$ cat config.mk
export PLATFORM = sky130hd
export DESIGN_NAME = hoct_cmp
export DESIGN_NICKNAME = d
export VERILOG_FILES = /design/src/hdl/hoct_pkg.sv /design/src/hdl/hoct_cmp.sv
export SDC_FILE = /design/constraint.sdc
export NUM_CORES = 1
export LEC_CHECK = 0
export BUFFER_PORTS_ARGS = -buffer_cell sky130_fd_sc_hd__buf_2
export CAP_MARGIN = 5
export CORE_MARGIN = 4
export CORE_UTILIZATION = 31
export CTS_BUF_LIST = sky130_fd_sc_hd__clkbuf_2 sky130_fd_sc_hd__clkbuf_4 sky130_fd_sc_hd__clkbuf_8
export CTS_CLUSTER_DIAMETER = 40
export CTS_CLUSTER_SIZE = 20
export DETAILED_ROUTE_END_ITERATION = 6
export PLACE_DENSITY = 0.88
export SYNTH_ARGS = -nofsm -noshare
export SYNTH_HDL_FRONTEND = slang
export SYNTH_SLANG_ARGS = --single-unit
$ cat constraint.sdc
create_clock -name clock -period 1.79 [get_ports clock]
set_input_delay 0.0895 -clock clock [delete_from_list [all_inputs] [get_ports clock]]
set_output_delay 0.0895 -clock clock [all_outputs]
set_load 0.1 [all_outputs]
$ cat src/hdl/hoct_pkg.sv
// ----------------------------------------------------------------------------
// hoct_pkg
// Shared types, constants and widths of the half-open connection tracker.
// ----------------------------------------------------------------------------
package hoct_pkg;

   localparam int unsigned FlowsDefault = 64;
   localparam int unsigned PortsDefault = 16;

   localparam logic [7:0] PROTO_TCP = 8'd6;

   typedef enum logic [2:0] {
      ST_DONE       = 3'd0,
      ST_NOT_TCP    = 3'd1,
      ST_TABLE_FULL = 3'd2,
      ST_SLOTS_FULL = 3'd3,
      ST_NO_FLOW    = 3'd4
   } status_type;

   typedef enum logic [3:0] {
      S_IDLE,
      S_FLOW_RD,
      S_FLOW_CMP,
      S_DECIDE,
      S_SLOT_RD,
      S_SLOT_CMP,
      S_FINISH,
      S_CLEAR,
      S_OUT
   } state_type;

   // comparator job handed to the shared compare unit
   typedef struct packed {
      logic        en;
      logic [63:0] a;
      logic [63:0] b;
   } cmp_req_type;

endpackage

$ cat src/hdl/hoct_cmp.sv
// ----------------------------------------------------------------------------
// hoct_cmp
// Shared registered compare unit: one equality test a cycle.
// ----------------------------------------------------------------------------
module hoct_cmp
   import hoct_pkg::*;
(
   input  logic        clock,
   input  logic        reset,
   input  cmp_req_type req,
   output logic        hit
);

   logic hit_ff;
   logic hit_in;

   assign hit_in = req.en && (req.a == req.b);

   always_ff @(posedge clock) begin
      if (reset) begin
         hit_ff <= 1'b0;
      end else begin
         hit_ff <= hit_in;
      end
   end

   assign hit = hit_ff;

endmodule

==> results of run 1 <==
==> cell families (layout without fill, tap and decap cells) <==
kind of cell              after synthesis  after routing  synth area share (%)
DFF                                     1              1                  2.56
buffers and inverters                  12            143                  5.76
and+or+nand+nor                        27             27                  22.7
AOI/OAI and AO/OA                       9              9                  9.60
xor gates and xnor gates               53             53                  59.4
==> per-layer routing <==
layer  track usage (%)  up-vias  share of wire [%]
met5                 0        -                  0
met4              3.97        0                1.9
met3              5.12        6                 15
met2              36.3       89                 53
met1              17.6      505                 30
li1                  -      618                  -
==> through the flow <==
step	area, um^2	power (uW)
after floorplan	782	139
after global placement	1470	311
after detailed placement	1470	316
after CTS	1470	318
after global routing	1470	348
final	1470	315
==> worst min-delay path by stage <==
stage / start / to / slack [ns] / depth (start not counted)
2_1_floorplan: req[22] / hit / 0.36 / 4
3_3_place_gp: req[22] / hit / 0.49 / 5
3_5_place_dp: req[96] / hit / 0.51 / 5
4_1_cts: req[96] / hit / 0.51 / 5
5_1_grt: req[96] / hit / 0.55 / 5
6_report: req[96] / hit / 0.50 / 5
==> layout make-up <==
cell class / instances / share of cell area, %
inverter: 12 / 3.06
tap: 28 / 2.38
timing repair buffer: 131 / 44.5
sequential: 1 / 1.36
multi-input combinational: 89 / 48.7
==> power by group <==
part	internal (uW)	switching, uW	leakage [uW]
registers	22.7	0	0.00000805
logic	175	118	0.000831
clock network	0	0	0
total	197	118	0.000839
==> synthesized netlist by cell type <==
library cell   n  area, um^2
o22ai_1        3        18.8
nand2b_1       3        18.8
nor4_1        10        62.6
nor2_1         1        3.75
xor2_1        43         377
a222oi_1       1        10.0
nor4_2         1        12.5
o211ai_1       1        7.51
or4_1          1        7.51
a22oi_1        2        15.0
nor3_1         2        10.0
nand4_2        1        12.5
o2bb2ai_1      1        8.76
or2b_1         1        7.51
nand4_1        6        37.5
xnor2_1       10        87.6
a221oi_2       1        15.0
inv_1         12        45.0
dfxtp_1        1        20.0
nand3_1        1        5.00
==> impl_metrics.json, run 1 <==
{
  "end_kind": "flop",
  "crit_slowest_cell": "or4_1",
  "path_delay_family": "simple AND/OR/NAND/NOR gates",
  "grt_max_degree": 3,
  "area_growth_pct": 88.3,
  "layout_setup_ws_ns": 0.377,
  "relSlewSlack_pct": 66.9,
  "fin_cells": 261,
  "dp_hpwl_mm": 3.07,
  "syn_avg_cell_area_um2": 7.67,
  "drv_slew": 0,
  "critPathLaunch": "req[33]",
  "regArea_um2": 20.0,
  "syn_area_um2": 782,
  "clkTransAtPathRegs_ns": 0,
  "port_buffers": 131,
  "design.die.area_um2": 3390,
  "yosysUniqueCellTypes": 20,
  "worst_setup_path_start_kind": "primary input",
  "ys_seq_area_share_pct": 2.56,
  "grt_pass1_wl_mm": 4.95,
  "drive_gt1_share_pct": 57.5,
  "fmax_ghz": 0.708,
  "path_cells": "buf_2, xor2_1, nor4_1, nand4_1, or4_1, nor4_2",
  "netlist_instances": 102,
  "rows": 17,
  "tns_ns": 0,
  "setup_viol": 0,
  "path_buf_inv": 1,
  "initial_core_util_pct": 34.0,
  "final_util_pct": 64.1,
  "final_antenna_net_count": 0,
  "initialDrtViolationCount": 54,
  "cp_num_cells": 6,
  "postCtsHoldBufs": 0,
  "grt_util_all_layers_pct": 17.9,
  "crit_arrival_ns": 1.32,
  "die_x_um": 58.2,
  "ctsResizeCount": 0,
  "grt.overflow.total": 0,
  "hold_ws_ns": 0.502,
  "endpoint": "hit",
  "ys_seq_elements": 1,
  "crit_path_max_fanout": 1,
  "period_minus_slack_ns": 1.41,
  "criticalPathCategory": "in2reg",
  "status": "finished, final reports clean",
  "dp_slack_ns": 0.388,
  "final_cell_mix": "buf_2 (131), xor2_1 (43), inv_1 (12)",
  "layout_commonest_cell": "buf_2",
  "nFillCells": 203,
  "irDropWorstVdd_uv": 136,
  "syn-num-nets": 233,
  "tightest_slew_ns": 0.500,
  "core-area_um2": 2300,
  "leakagePower_uw": 0.000839,
  "firstDrtPassIters": 4,
  "vias_per_cell": 4.67,
  "nets": 366,
  "gp_congestion": 0.857,
  "min_period_over_period_pct": 78.9,
  "worstPathRequired_ns": 1.70,
  "grt_pass1_vias": 1226,
  "grt_antenna_before_repair": 0,
  "io_pins": 132,
  "cp_slowest_stage_delay_ns": 0.43,
  "vias": 1218,
  "yosysWarnings": 0,
  "postCtsSetupRepairBufs": 0,
  "largest_reg_flops": 1,
  "max_cap_viol_count": 0,
  "p_per_area_nw_per_um2": 214,
  "finalHoldViolCount": 0,
  "wl_per_cell_um": 12.3,
  "dp.cells": 261,
  "postRouteWirelength_mm": 3.20,
  "drc": 0,
  "rsz0062_at_grt": "false",
  "diodes": 0,
  "fp.dieH_um": 58.2,
  "multi_input_area_um2": 717,
  "hp-class": "in2reg"
}
Power figures use the tool's default switching activity.
==> inputs of run 2 (changes only) <==
CORE_UTILIZATION = 28   (was 31)
PLACE_DENSITY = 0.81   (was 0.88)
clock period = 1.44 ns   (was 1.79 ns; I/O delays follow)
==> impl_metrics.json, run 2 (synthesized netlist as in run 1, its figures left out) <==
{
  "worst_setup_path_start_kind": "primary input",
  "p_sw_share_pct": 36.7,
  "nFillCells": 254,
  "core-area_um2": 2570,
  "period_minus_slack_ns": 1.37,
  "final_cell_mix": "buf_2 (131), xor2_1 (43), inv_1 (12)",
  "max_cap_viol_count": 0,
  "gp_congestion": 0.726,
  "power.share.clock_pct": 0,
  "tightest_slew_ns": 0.496,
  "p_per_area_nw_per_um2": 262,
  "wl_per_cell_um": 11.3,
  "grt_antenna_before_repair": 0,
  "crit_arrival_ns": 1.28,
  "drc": 0,
  "rows": 18,
  "clkTransAtPathRegs_ns": 0,
  "criticalPathCategory": "in2reg",
  "initial_core_util_pct": 30.5,
  "busiest_layer": "met2",
  "hp-class": "in2reg",
  "grt.overflow.total": 0,
  "grt_pass1_vias": 1204,
  "diodes": 0,
  "fp.dieH_um": 60.8,
  "grt_pass1_wl_mm": 4.15,
  "leakagePower_uw": 0.000839,
  "end_kind": "flop",
  "postRouteWirelength_mm": 2.97,
  "fin_cells": 263,
  "die_x_um": 60.8,
  "switching_power_uw": 142,
  "use_met1_pct": 14.1,
  "initialDrtViolationCount": 21,
  "fin_area_um2": 1480,
  "drv_slew": 0,
  "internal_power_uw": 245,
  "fmax_ghz": 0.728,
  "largest_reg_flops": 1,
  "area_growth_pct": 88.6,
  "dpl_cell_area_um2": 1480,
  "path_delay_family": "simple AND/OR/NAND/NOR gates",
  "ctsResizeCount": 0,
  "power_uw": 387,
  "worstPathRequired_ns": 1.35,
  "nets": 366,
  "crit_path_max_fanout": 1,
  "path_cells": "buf_2, xor2_1, nor4_1, nand4_1, or4_1, nor4_2",
  "dp.cells": 263,
  "dp_hpwl_mm": 2.88,
  "vias": 1214,
  "design.die.area_um2": 3700,
  "firstDrtPassIters": 4,
  "setup_viol": 0,
  "critPathLaunch": "req[33]",
  "irDropWorstVdd_uv": 164,
  "grt_max_degree": 3,
  "io_pins": 132,
  "hold_ws_ns": 0.487,
  "use_met2_pct": 31.0,
  "seqPwrFrac_pct": 7.3,
  "cp_slowest_stage_delay_ns": 0.43,
  "postCtsSetupRepairBufs": 0,
  "crit_slowest_cell": "or4_1",
  "use_met3_pct": 1.49,
  "port_buffers": 131,
  "grt_util_all_layers_pct": 13.9,
  "drive_gt1_share_pct": 57.5,
  "layout_commonest_cell": "buf_2",
  "rsz0062_at_grt": "true",
  "vias_per_cell": 4.62,
  "final_antenna_net_count": 0,
  "status": "finished, final reports clean",
  "comb_power_share_pct": 92.7,
  "relSlewSlack_pct": 67.2,
  "finalHoldViolCount": 0,
  "min_period_over_period_pct": 95.4,
  "worstHoldStart": "req[111]",
  "path_buf_inv": 1
}
-- run 2: cell counts in the layout (fill, tap and decap cells not counted) --
No cell type changed its count.
-- run 2: metal layers --
| layer | vias to the layer above | routed length, um |
|---|---|---|
| li1 | 619 | - |
| met5 | - | 0 |
| met3 | 0 | 434 |
| met2 | 86 | 1590 |
| met1 | 509 | 941 |
| met4 | 0 | 0 |
-- run 2: final timing paths --
check                  to  slack [ns]  cells after the start
worst min-delay path  hit        0.49                      5
worst max-delay path  hit        0.07                      6
-- run 2: layout make-up --
type                            count  area, um^2  share of cell area (%)
Multi-Input combinational cell     89         717                    48.6
Timing Repair Buffer              131         656                    44.4
Inverter                           12        45.0                    3.05
Tap cell                           30        37.5                    2.54
Sequential cell                     1        20.0                    1.36
-- run 2: worst min-delay path: stages --
cell and delay, ns:
buf_2 0.08, xnor2_1 0.05, nand4_1 0.07, or4_1 0.12, nor4_2 0.04
-- run 2: power groups by stage --
stage / Sequential [uW] / Combinational [uW] / Clock (uW)
detailed placement: 28.3 / 362 / 0
finish: 28.3 / 359 / 0
global placement: 28.3 / 356 / 0
floorplan: 28.3 / 145 / 0
CTS: 28.3 / 364 / 0
global route: 28.3 / 402 / 0
-- run 2: what timing repair did --
action	in CTS	in global routing
hold endpoints to repair	0	0
endpoints found under the setup margin	0	1
hold buffers	0	0
-- run 2: stage by stage --
stage                     setup WS [ns]  util [%]  TNS [ns]
after CTS                        0.0337      57.5         0
final                            0.0670      57.5         0
after floorplan                   0.263         -         0
after global placement           0.0689      57.5         0
after detailed placement         0.0368      57.5         0
after global routing            -0.0510      57.5   -0.0510
==> inputs of run 3 (changes only) <==
ABC_AREA = 1   (was not set)
CORE_UTILIZATION = 33   (was 28)
PLACE_DENSITY = 0.79   (was 0.81)
==> impl_metrics.json, run 3 <==
{
  "criticalPathCategory": "in2reg",
  "min_period_over_period_pct": 62.7,
  "layout_commonest_cell": "buf_2",
  "nets": 514,
  "drc": 0,
  "tns_ns": 0,
  "crit_slowest_cell": "xnor2_1",
  "grt_antenna_before_repair": 0,
  "busiest_layer": "met2",
  "drive_gt1_share_pct": 34.4,
  "tightest_slew_ns": 0.490,
  "die_x_um": 66.0,
  "ctsResizeCount": 0,
  "grt_pass1_vias": 1512,
  "wl_per_cell_um": 8.69,
  "fin_area_um2": 1820,
  "synth.area.top_cells": "nand2_1 (36%), inv_1 (23%), xnor2_1 (17%)",
  "end_kind": "flop",
  "crit_path_max_fanout": 1,
  "worst_path_most_repeated_cell": "nor2_1",
  "cp_slowest_stage_delay_ns": 0.15,
  "syn_avg_cell_area_um2": 4.44,
  "largest_reg_flops": 1,
  "hp-class": "in2reg",
  "holdPathEnd": "hit",
  "regArea_um2": 20.0,
  "netlist_instances": 250,
  "grt.overflow.total": 0,
  "ys_seq_elements": 1,
  "final_cell_mix": "buf_2 (131), nand2_1 (108), inv_1 (67)",
  "setup_viol": 0,
  "initialDrtViolationCount": 22,
  "synth-edff-count": 0,
  "fp.dieH_um": 66.0,
  "postCtsHoldBufs": 0,
  "p_per_area_nw_per_um2": 251,
  "min_path_cells": 6,
  "nFillCells": 344,
  "postCtsSetupRepairBufs": 0,
  "grt_max_degree": 3,
  "use_met3_pct": 2.72,
  "dpl_cell_area_um2": 1820,
  "drv_slew": 0,
  "status": "finished, final reports clean",
  "vias_per_cell": 4.06,
  "worst_setup_path_start_kind": "primary input",
  "multi_input_area_um2": 836,
  "relSlewSlack_pct": 67.5,
  "port_buffers": 131,
  "rows": 20,
  "final_antenna_net_count": 0,
  "worstHoldStart": "req[119]",
  "hold_ws_ns": 0.474,
  "area_growth_pct": 64.0,
  "synth_area_leader_cell": "nand2_1",
  "synth_most_common_cell": "nand2_1",
  "yosysWarnings": 0,
  "ys_seq_area_share_pct": 1.80,
  "diodes": 0,
  "initial_core_util_pct": 35.5,
  "syn-num-nets": 381,
  "dp_hpwl_mm": 3.56,
  "period_minus_slack_ns": 0.903,
  "rsz0062_at_grt": "false",
  "syn_area_um2": 1110,
  "fmax_ghz": 1.11,
  "design.die.area_um2": 4360,
  "io_pins": 132,
  "synth_top_flop_cell": "dfxtp_1",
  "path_buf_inv": 1,
  "worstPathRequired_ns": 1.38,
  "yosysTopAreaCellShare_pct": 36.5,
  "irDropWorstVdd_uv": 121,
  "grt_util_all_layers_pct": 15.4,
  "path_cells": "buf_2, xnor2_1, nand2_1, nor2_1, nand2_1, nor2_1, nand3_1, nor2_1",
  "core-area_um2": 3130,
  "path_delay_family": "simple AND/OR/NAND/NOR gates",
  "clkTransAtPathRegs_ns": 0,
  "max_cap_viol_count": 0,
  "finalHoldViolCount": 0,
  "synth_commonest_cells": "nand2_1 (108), inv_1 (67), nor2_1 (29)",
  "gp_congestion": 0.743,
  "postRouteWirelength_mm": 3.69,
  "use_met2_pct": 30.2,
  "firstDrtPassIters": 3,
  "synthArstFlopShare_pct": 0,
  "leakagePower_uw": 0.00126,
  "use_met1_pct": 17.9,
  "grt_pass1_wl_mm": 5.58,
  "crit_arrival_ns": 0.84,
  "yosysUniqueCellTypes": 12,
  "vias": 1725
}
## run 3: changes by cell type after synthesis, sizes merged, moves of 3 or more
cell / change
inv: +55
nand2: +108
nand2b: -3
nand4: -5
nor2: +28
nor4: -11
o21ai: +9
xnor2: +11
xor2: -40
## run 3: layout make-up
cell class / instances / area share, %
multi-input combinational: 181 / 45.9
timing repair buffer: 131 / 36.0
tap: 44 / 3.02
sequential: 1 / 1.10
inverter: 68 / 14.0
## run 3: kinds of logic (layout without fill, tap and decap cells)
group	after synthesis	count (layout)	share of synthesized area, %
and+or+nand+nor	142	142	48.8
buffers and inverters	68	199	23.0
xor gates and xnor gates	24	24	18.9
AOI/OAI and AO/OA	15	15	7.55
DFF	1	1	1.80
## run 3: how the worst max path moves through the flow
stage	from	to	slack [ns]	cells past startpoint
final	req[60]	hit	0.54	8
after global routing	req[60]	hit	0.39	8
after detailed placement	req[60]	hit	0.49	8
after floorplan	hit	hit	0.46	0
after CTS	req[60]	hit	0.49	8
after global placement	req[60]	hit	0.52	8
## run 3: per-stage QoR
step / cells / util (%) / setup slack [ns] / total power (uW)
2_1_floorplan: 250 / - / 0.459 / 234
3_3_place_gp: 425 / 58.2 / 0.517 / 452
3_5_place_dp: 425 / 58.2 / 0.491 / 462
4_1_cts: 425 / 58.2 / 0.488 / 464
5_1_grt: 425 / 58.2 / 0.386 / 524
6_report: 425 / 58.2 / 0.537 / 457
## run 3: metal layers
| metal | vias to the layer above | share of wire [%] |
|---|---|---|
| li1 | 972 | - |
| met1 | 675 | 36 |
| met2 | 76 | 51 |
| met3 | 2 | 13 |
| met4 | 0 | 0.68 |
| met5 | - | 0 |
## run 3: power breakdown
group | internal [uW] | switching (uW) | total [uW]
registers | 28.3 | 0.00000000000000000744 | 28.3
logic | 238 | 191 | 428
clock network | 0 | 0 | 0
## run 3: tightest hold or removal path: cells and delay by family
kind	cells	cell delay [ns]
xor+xnor	1	0.05
buf+inv	1	0.09
simple gates	4	0.21
